File: config.mk
export PLATFORM = sky130hd
export DESIGN_NAME = hex_or_base64_blob_decoder_core
export DESIGN_NICKNAME = d
export VERILOG_FILES = /design/src/rtl/core/hb64_pkg.sv /design/src/rtl/core/hb64_char_class.sv /design/src/rtl/core/hex_or_base64_blob_decoder_core.sv
export VERILOG_INCLUDE_DIRS = /design/src /design/src/rtl/core
export SDC_FILE = /design/constraint.sdc
export NUM_CORES = 1
export LEC_CHECK = 0
export ABC_AREA = 1
export ABC_CLOCK_PERIOD_IN_PS = 2490
export BUFFER_PORTS_ARGS = -buffer_cell sky130_fd_sc_hd__buf_2
export CORE_MARGIN = 4
export CORE_UTILIZATION = 53
export CTS_CLUSTER_SIZE = 14
export DETAILED_ROUTE_END_ITERATION = 16
export PLACE_DENSITY = 0.76
export SLEW_MARGIN = 10
export SYNTH_ARGS = -nofsm -noshare
export SYNTH_HDL_FRONTEND = slang
export SYNTH_SLANG_ARGS = --single-unit
export TNS_END_PERCENT = 20
File: constraint.sdc
create_clock -name clock -period 2.49 [get_ports clock]
set_input_delay 0.1245 -clock clock [delete_from_list [all_inputs] [get_ports clock]]
set_output_delay 0.1245 -clock clock [all_outputs]
set_load 0.02 [all_outputs]
File: src/rtl/core/assert_macros.svh
// ---------------------------------------------------------------------------
// Assertion macros
// Shared concurrent assertion helpers; defining ASSERT_OFF removes them all.
// ---------------------------------------------------------------------------
`ifndef ASSERT_MACROS_SVH
`define ASSERT_MACROS_SVH

`ifndef ASSERT_OFF
// The property must hold at every rising clock edge outside reset.
`define ASSERT_HOLDS(label, clk, rst, prop, msg) \
   label: assert property (@(posedge clk) disable iff (rst) (prop)) else $error(msg);
// The condition must never be true at a rising clock edge outside reset.
`define ASSERT_NEVER(label, clk, rst, cond, msg) \
   label: assert property (@(posedge clk) disable iff (rst) !(cond)) else $error(msg);
`else
`define ASSERT_HOLDS(label, clk, rst, prop, msg)
`define ASSERT_NEVER(label, clk, rst, cond, msg)
`endif

`endif

File: src/rtl/core/hb64_pkg.sv
// ---------------------------------------------------------------------------
// Hex or base64 decoder package
// Types and codes shared by the decoder core and its character classifier.
// ---------------------------------------------------------------------------
package hb64_pkg;

   // Result status codes.
   typedef enum logic [1:0] {
      STATUS_OK       = 2'd0,
      STATUS_BAD_CHAR = 2'd1,
      STATUS_ODD_HEX  = 2'd2
   } status_type;

   localparam logic [7:0] CHAR_PAD   = 8'h3d;  // '='
   localparam logic [7:0] CHAR_PLUS  = 8'h2b;  // '+'
   localparam logic [7:0] CHAR_SLASH = 8'h2f;  // '/'
   localparam logic [5:0] B64_LOWER_BASE = 6'd26;
   localparam logic [5:0] B64_DIGIT_BASE = 6'd52;
   localparam logic [5:0] B64_PLUS_VAL   = 6'd62;
   localparam logic [5:0] B64_SLASH_VAL  = 6'd63;

   // Classification of one character for both alphabets.
   typedef struct packed {
      logic       hex_ok;
      logic [3:0] hex_val;
      logic       b64_ok;
      logic [5:0] b64_val;
      logic       is_pad;
   } char_class_type;

   // Per-blob decoding state.
   typedef struct packed {
      logic [3:0]  high_nibble;
      logic        hex_phase;
      logic [11:0] bit_acc;
      logic [2:0]  bit_count;
      logic        padding_seen;
      logic        error_latched;
   } blob_state_type;

   localparam blob_state_type BLOB_CLEAR = '0;

endpackage

File: src/rtl/core/hb64_char_class.sv
// ---------------------------------------------------------------------------
// Character classifier
// Maps one character code to its hex digit value and base64 sextet value.
// ---------------------------------------------------------------------------
module hb64_char_class
   import hb64_pkg::*;
(
   input  logic [7:0]     char_code,
   output char_class_type char_class
);

   logic [7:0] off_digit;
   logic [7:0] off_lower;
   logic [7:0] off_upper;
   logic       is_digit;
   logic       is_lower;
   logic       is_upper;

   always_comb begin
      off_digit = char_code - 8'h30;
      off_lower = char_code - 8'h61;
      off_upper = char_code - 8'h41;
      is_digit  = (char_code >= 8'h30) && (char_code <= 8'h39);
      is_lower  = (char_code >= 8'h61) && (char_code <= 8'h7a);
      is_upper  = (char_code >= 8'h41) && (char_code <= 8'h5a);

      char_class = '0;
      char_class.is_pad = (char_code == CHAR_PAD);

      // Hex digits in either case.
      if (is_digit) begin
         char_class.hex_ok  = 1'b1;
         char_class.hex_val = off_digit[3:0];
      end else if (is_lower && (off_lower < 8'd6)) begin
         char_class.hex_ok  = 1'b1;
         char_class.hex_val = 4'(off_lower[3:0] + 4'd10);
      end else if (is_upper && (off_upper < 8'd6)) begin
         char_class.hex_ok  = 1'b1;
         char_class.hex_val = 4'(off_upper[3:0] + 4'd10);
      end

      // Standard base64 alphabet.
      if (is_upper) begin
         char_class.b64_ok  = 1'b1;
         char_class.b64_val = off_upper[5:0];
      end else if (is_lower) begin
         char_class.b64_ok  = 1'b1;
         char_class.b64_val = 6'(off_lower[5:0] + B64_LOWER_BASE);
      end else if (is_digit) begin
         char_class.b64_ok  = 1'b1;
         char_class.b64_val = 6'(off_digit[5:0] + B64_DIGIT_BASE);
      end else if (char_code == CHAR_PLUS) begin
         char_class.b64_ok  = 1'b1;
         char_class.b64_val = B64_PLUS_VAL;
      end else if (char_code == CHAR_SLASH) begin
         char_class.b64_ok  = 1'b1;
         char_class.b64_val = B64_SLASH_VAL;
      end
   end

endmodule

File: src/rtl/core/hex_or_base64_blob_decoder_core.sv
// ---------------------------------------------------------------------------
// Hex or base64 blob decoder core
// Streams text characters in and decoded bytes out, one character a clock while the result side keeps up.
// ---------------------------------------------------------------------------
// The core accepts one text character per clock and sustains that rate
// indefinitely while the result side keeps up; a character travels through
// an input register and then a result register, from which the result is
// presented to the result side. The rate is set by the update of the
// per-blob state (hex nibble, base64 bit accumulator and
// error flag) between the two registers. A non-final character yields a
// result transaction only when it completes a byte; the final character of
// a blob always yields exactly one result with end_of_blob set, unless an
// error has already been reported for that blob. The first error in a blob
// gives one result with its status and end_of_blob set, after which the
// remaining characters up to and including the final one are swallowed.
// The mode register may only be written while the core is empty and no
// character is being offered, which is what csr_ready reports.
// ---------------------------------------------------------------------------
`include "assert_macros.svh"

module hex_or_base64_blob_decoder_core
   import hb64_pkg::*;
(
   input  logic       clock,
   input  logic       reset,
   // Character input channel.
   input  logic       req_valid,
   output logic       req_stall,
   input  logic [7:0] req_char_code,
   input  logic       req_final_char,
   // Decoded result channel.
   output logic       rsp_valid,
   input  logic       rsp_stall,
   output logic [7:0] rsp_data_byte,
   output logic       rsp_byte_valid,
   output logic       rsp_end_of_blob,
   output logic [1:0] rsp_status,
   // Mode register write channel.
   input  logic       csr_valid,
   output logic       csr_ready,
   input  logic       csr_base64_mode
);

   // Mode register.
   logic mode_ff;
   logic mode_in;

   // Input register.
   logic       in_valid_ff;
   logic       in_valid_in;
   logic [7:0] in_char_ff;
   logic       in_final_ff;

   // Blob state.
   blob_state_type blob_ff;
   blob_state_type blob_in;

   // Result register.
   logic       out_valid_ff;
   logic       out_valid_in;
   logic [7:0] out_byte_ff;
   logic       out_bvalid_ff;
   logic       out_end_ff;
   status_type out_status_ff;

   char_class_type cls;

   logic       out_free;
   logic       fire;
   logic       in_accept;
   logic       has_result;
   status_type status;
   logic       have_byte;
   logic [7:0] byte_val;
   logic [3:0] count_sum;
   logic [2:0] count_new;
   logic [11:0] acc_new;

   hb64_char_class u_char_class (
      .char_code  (in_char_ff),
      .char_class (cls)
   );

   // Decode step for the character held in the input register.
   always_comb begin
      blob_in   = blob_ff;
      status    = STATUS_OK;
      have_byte = 1'b0;
      byte_val  = 8'h00;
      acc_new   = {blob_ff.bit_acc[5:0], cls.b64_val};
      count_sum = {1'b0, blob_ff.bit_count} + 4'd6;
      count_new = count_sum[2:0];

      if (!blob_ff.error_latched) begin
         if (!mode_ff) begin
            if (!blob_ff.hex_phase) begin
               // A final character where a high digit is due means odd length.
               if (in_final_ff) begin
                  status = STATUS_ODD_HEX;
               end else if (!cls.hex_ok) begin
                  status = STATUS_BAD_CHAR;
               end else begin
                  blob_in.high_nibble = cls.hex_val;
                  blob_in.hex_phase   = 1'b1;
               end
            end else begin
               if (!cls.hex_ok) begin
                  status = STATUS_BAD_CHAR;
               end else begin
                  byte_val          = {blob_ff.high_nibble, cls.hex_val};
                  have_byte         = 1'b1;
                  blob_in.hex_phase = 1'b0;
               end
            end
         end else begin
            if (cls.is_pad) begin
               blob_in.padding_seen = 1'b1;
            end else if (blob_ff.padding_seen || !cls.b64_ok) begin
               status = STATUS_BAD_CHAR;
            end else begin
               blob_in.bit_acc = acc_new;
               if (count_sum >= 4'd8) begin
                  count_new = 3'(count_sum - 4'd8);
                  byte_val  = 8'(acc_new >> count_new);
                  have_byte = 1'b1;
               end
               blob_in.bit_count = count_new;
            end
         end

         if (status != STATUS_OK) begin
            blob_in = blob_ff;
            blob_in.error_latched = 1'b1;
         end
      end

      if (in_final_ff) begin
         blob_in = BLOB_CLEAR;
      end
   end

   // Handshake control.
   always_comb begin
      has_result   = !blob_ff.error_latched
                     && ((status != STATUS_OK) || in_final_ff || have_byte);
      out_free     = !out_valid_ff || !rsp_stall;
      fire         = in_valid_ff && (!has_result || out_free);
      req_stall    = in_valid_ff && !fire;
      in_accept    = req_valid && !req_stall;
      in_valid_in  = in_accept || (in_valid_ff && !fire);
      out_valid_in = (fire && has_result) || (out_valid_ff && rsp_stall);
      csr_ready    = !in_valid_ff && !out_valid_ff && !req_valid;
      mode_in      = (csr_valid && csr_ready) ? csr_base64_mode : mode_ff;
   end

   always_ff @(posedge clock) begin
      if (reset) begin
         mode_ff      <= 1'b0;
         in_valid_ff  <= 1'b0;
         out_valid_ff <= 1'b0;
         blob_ff      <= BLOB_CLEAR;
      end else begin
         mode_ff      <= mode_in;
         in_valid_ff  <= in_valid_in;
         out_valid_ff <= out_valid_in;
         if (fire) begin
            blob_ff <= blob_in;
         end
      end
   end

   always_ff @(posedge clock) begin
      if (in_accept) begin
         in_char_ff  <= req_char_code;
         in_final_ff <= req_final_char;
      end
      if (fire && has_result) begin
         out_byte_ff   <= (status == STATUS_OK) ? byte_val : 8'h00;
         out_bvalid_ff <= (status == STATUS_OK) && have_byte;
         out_end_ff    <= (status != STATUS_OK) || in_final_ff;
         out_status_ff <= status;
      end
   end

   assign rsp_valid       = out_valid_ff;
   assign rsp_data_byte   = out_byte_ff;
   assign rsp_byte_valid  = out_bvalid_ff;
   assign rsp_end_of_blob = out_end_ff;
   assign rsp_status      = out_status_ff;

   // The base64 bit count only ever steps through even values.
   `ASSERT_NEVER(a_count_even, clock, reset, blob_ff.bit_count[0],
      "base64 bit count became odd")
   // An error result never carries a byte, and always ends the blob.
   `ASSERT_NEVER(a_err_no_byte, clock, reset,
      rsp_valid && (rsp_status != STATUS_OK) && (rsp_byte_valid || !rsp_end_of_blob),
      "error result carries a byte or does not end the blob")
   // A final character leaves the blob state cleared.
   `ASSERT_HOLDS(a_final_clears, clock, reset,
      (fire && in_final_ff) |=> (blob_ff == BLOB_CLEAR),
      "blob state not cleared after final character")
   // Latching an error coincides with its error result being loaded.
   `ASSERT_HOLDS(a_err_reported, clock, reset,
      $rose(blob_ff.error_latched) |-> (rsp_valid && (rsp_status != STATUS_OK)),
      "error latched without an error result")

endmodule

After elaboration in Yosys (flattened, before gate mapping)
Cells that the tools add are included.
- bits in registers: 40
- bits of input ports: 15
- output and inout bits: 15
- $add $sub $neg: 9
- order comparisons: 9
- eq/ne operators: 9
- shifts and indexed selects: 1
- mux-type cells: 42
- bitwise logic cells: 1
- reductions and logical operators: 42
- operator list (operator ; number):
    2-to-1 mux 22 bit ; 3
    2-to-1 mux 8 bit ; 6
    2-to-1 mux 7 bit ; 5
    2-to-1 mux 15 bit ; 2
    2-to-1 mux 5 bit ; 5
    == test 8 x 6 -> 1 bit, second input constant ; 3
    greater-or-equal comparator 8 x 7 -> 1 bit, second input constant ; 2
    less-or-equal comparator 8 x 7 -> 1 bit, second input constant ; 2
    < comparator 8 x 3 -> 1 bit, second input constant ; 2
    2-to-1 mux 16 bit ; 1
    subtractor 8 x 7 -> 8 bit, second input constant ; 2
    logical AND 1 bit ; 15
    2-to-1 mux 1 bit ; 13
    AND reduction 6 bit ; 2
    >> shifter 12 x 3 -> 8 bit ; 1
    2-to-1 mux 2 bit ; 5
    inequality test 2 bit, second input constant ; 5
    nonzero test 2 bit ; 5
    zero test 1 bit ; 9
    adder 4 bit, second input constant ; 2
    greater-or-equal comparator 8 x 6 -> 1 bit, second input constant ; 1
    less-or-equal comparator 8 x 6 -> 1 bit, second input constant ; 1
    logical OR 1 bit ; 7
    adder 6 x 5 -> 6 bit, second input constant ; 1
    13 further kinds ; 13

Longest topological paths before layout
- depth in word-level cells: 25
- gate-level depth with buffers: 22

Cells and area by module
From an unflattened synthesis, not the netlist that was laid out.
- cells, all modules: 452
- area, all modules: 3001.6 um2
- modules (own cells, without submodules) (module ; times used ; cells an instance ; area an instance (um2) ; seq. area each (um2)):
    hex_or_base64_blob_decoder_core ; 1 ; 256 ; 1996.9 ; 991.0
    hb64_char_class ; 1 ; 196 ; 1004.7 ; 0.0

Worst setup path before layout
Ideal clock, no wire load.
- path type: reg2reg
- start: register in_char_ff[0]
- end: register out_bvalid_ff, in the netlist rsp_byte_valid (enable)
- library setup time: 0.344 ns
- data arrival time: 2.417 ns
- setup slack: -0.271 ns
- cell stages (with the launch flop): 19
- path buffers: 0
- clock period less this slack: 2.761 ns
- cell sequence: edfxtp_1 -> inv_2 -> ha_1 -> nand2_1 -> o21ai_0 -> nand2_1 -> nand2_1 -> nor2_2 -> nand3_1 -> nand2_1 -> nand2_2 -> nand2_2 -> a21oi_2 -> nand3_2 -> nand3_2 -> nand2_1 -> inv_1 -> nand2_1 -> inv_1
- word-level cells in the longest chain between the ends: 21
- RTL lines (element ; line ; source):
    start, declared ; hex_or_base64_blob_decoder_core.sv:51 ; logic [7:0] in_char_ff;
    start signal, assigned ; hex_or_base64_blob_decoder_core.sv:174 ; in_char_ff <= req_char_code;
    parallel branches: the longest is 15 deep, another holds subtractor 8 x 7 -> 8 bit ; - ;
    logical OR 1 bit * ; hex_or_base64_blob_decoder_core.sv:145 ; && ((status != STATUS_OK) || in_final_ff || have_byte);
    logical AND 1 bit * ; hex_or_base64_blob_decoder_core.sv:145 ;
    zero test 1 bit ; hex_or_base64_blob_decoder_core.sv:147 ; fire = in_valid_ff && (!has_result || out_free);
    logical OR 1 bit ; hex_or_base64_blob_decoder_core.sv:147 ;
    logical AND 1 bit ; hex_or_base64_blob_decoder_core.sv:147 ;
    logical AND 1 bit * ; hex_or_base64_blob_decoder_core.sv:177 ; if (fire && has_result) begin
    end signal, assigned ; hex_or_base64_blob_decoder_core.sv:179 ; out_bvalid_ff <= (status == STATUS_OK) && have_byte;
    end, declared ; hex_or_base64_blob_decoder_core.sv:62 ; logic out_bvalid_ff;
Every way passes the cells marked *. The select of a mux whose other input is x is not followed.
A chain may end at the register's enable or synchronous reset.

Final worst setup path
- start: register in_char_ff[3]
- end: register blob_ff[19] (netlist bit)
- word-level cells in the longest chain between the ends: 21
- RTL lines (element ; line ; source):
    parallel branches: the longest is 21 deep, another holds subtractor 8 x 7 -> 8 bit ; - ;
    end signal, assigned ; hex_or_base64_blob_decoder_core.sv:167 ; blob_ff <= blob_in;
    end, declared ; hex_or_base64_blob_decoder_core.sv:55 ; blob_state_type blob_ff;
Several ways; the timed one is not identified. The select of a mux whose other input is x is not followed.

==> out/qor.yml <==
p_per_area_nw_per_um2: 448
finalHoldViolations: 3
startpoint: "in_char_ff[3]"
violations: "hold timing, setup timing"
critPathLaunchType: "register"
yosysTopAreaCell: "edfxtp_1"
io_pins: 30
synth_most_common_cell: "nand2_1"
area_growth_pct: 47.6
setup_violations: 49
synth_cell_types: 37
drt-met1-wl_mm: 3.86
cts_num_sinks: 39
yosys-top-cells-area: "edfxtp_1 (23%), nand2_1 (15%), dfxtp_1 (13%)"
period_share_pct: 120
dpl.hpwl_mm: 5.45
synthCells: 396
vias: 3545
routed_via_density: 6.21
wl_per_cell_um: 19.3
fp.dieH_um: 80.6
p_int_uw: 1210
maxCapViolCount: 0
r2r-start: "in_char_ff[3]"
p_sw_uw: 643
synth_edf_count: 21
nFillCells: 287
switching_share_pct: 34.8
wl_met3_mm: 1.19
power_frac_seq_pct: 39.7
grt_pass1_wl_mm: 13.3
drt-pass1-iter-count: 6
hp-start: "req_final_char"
start_util_pct: 54.7
rsz0062_at_grt: "true"
status: "complete, but fails checks"
slew_violations: 0
syn_avg_cell_area_um2: 7.06
clock_latency_ns: 0.31
clockPowerShare_pct: 27.7
route.detailed.drc: 0
antenna_found_initial: 0
ir_drop_mv: 0.431
nets: 529
portBuffers: 29
multiInputGateArea_um2: 1960
dieArea_um2: 6500
layout.cells.non_filler: 571
htreeDepth: 2
wl_met2_mm: 5.03
netlist.area_leader.share_pct: 22.6
synth_area_um2: 2800
synth_seq_cells: 39
dpl_cell_area_um2: 3360
syn-num-nets: 425
min_period_ns: 2.98
layout-drive-gt1-share_pct: 41.9
ant_nets: 0
p_leak_uw: 0.00184
synthArstFlopShare_pct: 0
cts_inserted_buffers: 5
seq_area_um2: 991
cts-root-buf: "clkbuf_8"
rows: 26
ys.warnings.count: 0
worst_slack_ns: -0.494
grt-ovfl-total: 0
required_ns: 2.67
stdcell_area_um2: 4130
grt_max_degree: 15
cts_tree: "yes"
skew_ns: 0.0102
placed_cells: 531
hold_path.class: "input pin to register"
hold-worst-slack_ns: -0.00558
first_iter_violations: 490
die_w_um: 80.6
clk_pin_slew_worst_paths_ns: 0.08
grt_pass1_vias: 2876
critPathMaxFanout: 7
criticalPathCategory: "register to register"
gp_congestion: 0.920
cp.arrival_ns: 3.16
ys_seq_area_share_pct: 35.5
wirelength_mm: 11.0
pwr-share-comb_pct: 32.6
final_util_pct: 80.8
cp-end-kind: "register"
diodes: 0
max_slew_margin_pct: 61.9
synth_ff_type: "edfxtp_1"
yosys-top-cells-count: "nand2_1 (114), inv_1 (40), nor2_1 (38)"
tightest_slew_ns: 0.565
fmax_mhz: 335
clk_path_buf_depth: 2
grt.total_usage_pct: 26.6
core-area_um2: 5110
top_layer_used: "met4"
metal layers:
layer	vias up	track usage, %
li1	1516	-
met4	0	11.0
met3	120	4.04
met5	-	0
met1	1591	32.0
met2	318	46.9
final timing paths:
kind                 end  slack [ns]  cells after the start
min          in_final_ff      -0.006                      1
max          blob_ff[19]       -0.49                     17
min reg2reg  blob_ff[20]        0.48                      2
max reg2reg  blob_ff[19]       -0.49                     17
critical path, stage by stage (launching register included):
cell and delay [ns]:
edfxtp_1 0.51, buf_6 0.20, nor2_2 0.15, nand3_1 0.18, nand2_1 0.11, nand2_1 0.10
nor2_2 0.17, nand3_2 0.09, nand2_2 0.11, nand2_4 0.08, nand2_4 0.09, buf_4 0.10
buf_4 0.14, nand4_1 0.13, o21ai_2 0.21, nand3_2 0.19, o21ai_1 0.22, nor2_1 0.08
power by group through the flow:
stage	Sequential [µW]	Clock [µW]	Combinational (µW)
after floorplan	752	0	251
after global placement	743	0	398
after detailed placement	744	0	406
after CTS	729	499	459
after global routing	738	544	636
final	735	512	602
state kept, by name, indices dropped and copies added, names as in the netlist, 2 cells and up:
| name | count |
|---|---|
| acc_new | 6 |
| blob_ff | 9 |
| in_char_ff | 8 |
| rsp_data_byte | 8 |
| rsp_status | 2 |
what timing repair did:
action | 4_1_cts | 5_1_grt
hold buffers | 0 | 1
cloned | 0 | 1
buffers inserted | 18 | 13
endpoints found under the hold margin | 0 | 1
pin swaps | 21 | 31
resized for setup | 42 | 70
endpoints found under the setup margin | 41 | 48
cells by family (layout without fill, tap and decap cells):
logic type | Yosys count | count (layout) | share of synthesized area (%)
and+or+nand+nor | 203 | 203 | 32.4
AOI/OAI and AO/OA | 77 | 77 | 15.7
buffers and inverters | 58 | 163 | 8.42
DFF | 39 | 39 | 35.5
adders and majority gates | 14 | 14 | 6.27
xor gates and xnor gates | 5 | 5 | 1.84
cells in the final DEF, fill, tap and decap left out, types with 3 or more instances in the layout:
| cell | instances |
|---|---|
| a21oi_1 | 22 |
| a21oi_2 | 5 |
| a21oi_4 | 3 |
| buf_2 | 28 |
| buf_4 | 69 |
| buf_6 | 7 |
| clkbuf_8 | 5 |
| dfxtp_1 | 18 |
| edfxtp_1 | 21 |
| ha_1 | 6 |
| ha_2 | 4 |
| ha_4 | 4 |
| inv_1 | 27 |
| inv_2 | 17 |
| inv_4 | 3 |
| nand2_1 | 97 |
| nand2_2 | 13 |
| nand2_4 | 8 |
| nand3_1 | 16 |
| nand3_2 | 4 |
| nand3_4 | 5 |
| nand4_1 | 7 |
| nor2_1 | 25 |
| nor2_2 | 9 |
| nor2_4 | 9 |
| nor3_1 | 3 |
| o211ai_1 | 7 |
| o21ai_0 | 19 |
| o21ai_1 | 12 |
| xor2_1 | 3 |
area by class of cell:
| cell class | instances | area share [%] |
|---|---|---|
| clock buffers | 6 | 2.27 |
| clock inverters | 2 | 0.334 |
| inverters | 48 | 4.85 |
| multi-input cells | 299 | 47.4 |
| flip-flops and latches | 39 | 24.0 |
| well taps | 70 | 2.12 |
| repair buffers | 106 | 18.6 |
| repair inverters | 1 | 0.394 |
metrics by stage:
| step | setup slack, ns | total power [µW] | setup TNS, ns | hold WS, ns |
|---|---|---|---|---|
| 3_3_place_gp | -0.123 | 1140 | -2.26 | 0.301 |
| 3_5_place_dp | -0.215 | 1150 | -4.78 | 0.303 |
| 4_1_cts | -0.220 | 1690 | -3.66 | 0.00182 |
| 5_1_grt | -0.576 | 1920 | -19.70 | -0.00799 |
| 2_1_floorplan | 0.00152 | 1000 | 0 | 0.194 |
| 6_report | -0.494 | 1850 | -15.86 | -0.00558 |
Power figures use the tool's default switching activity.
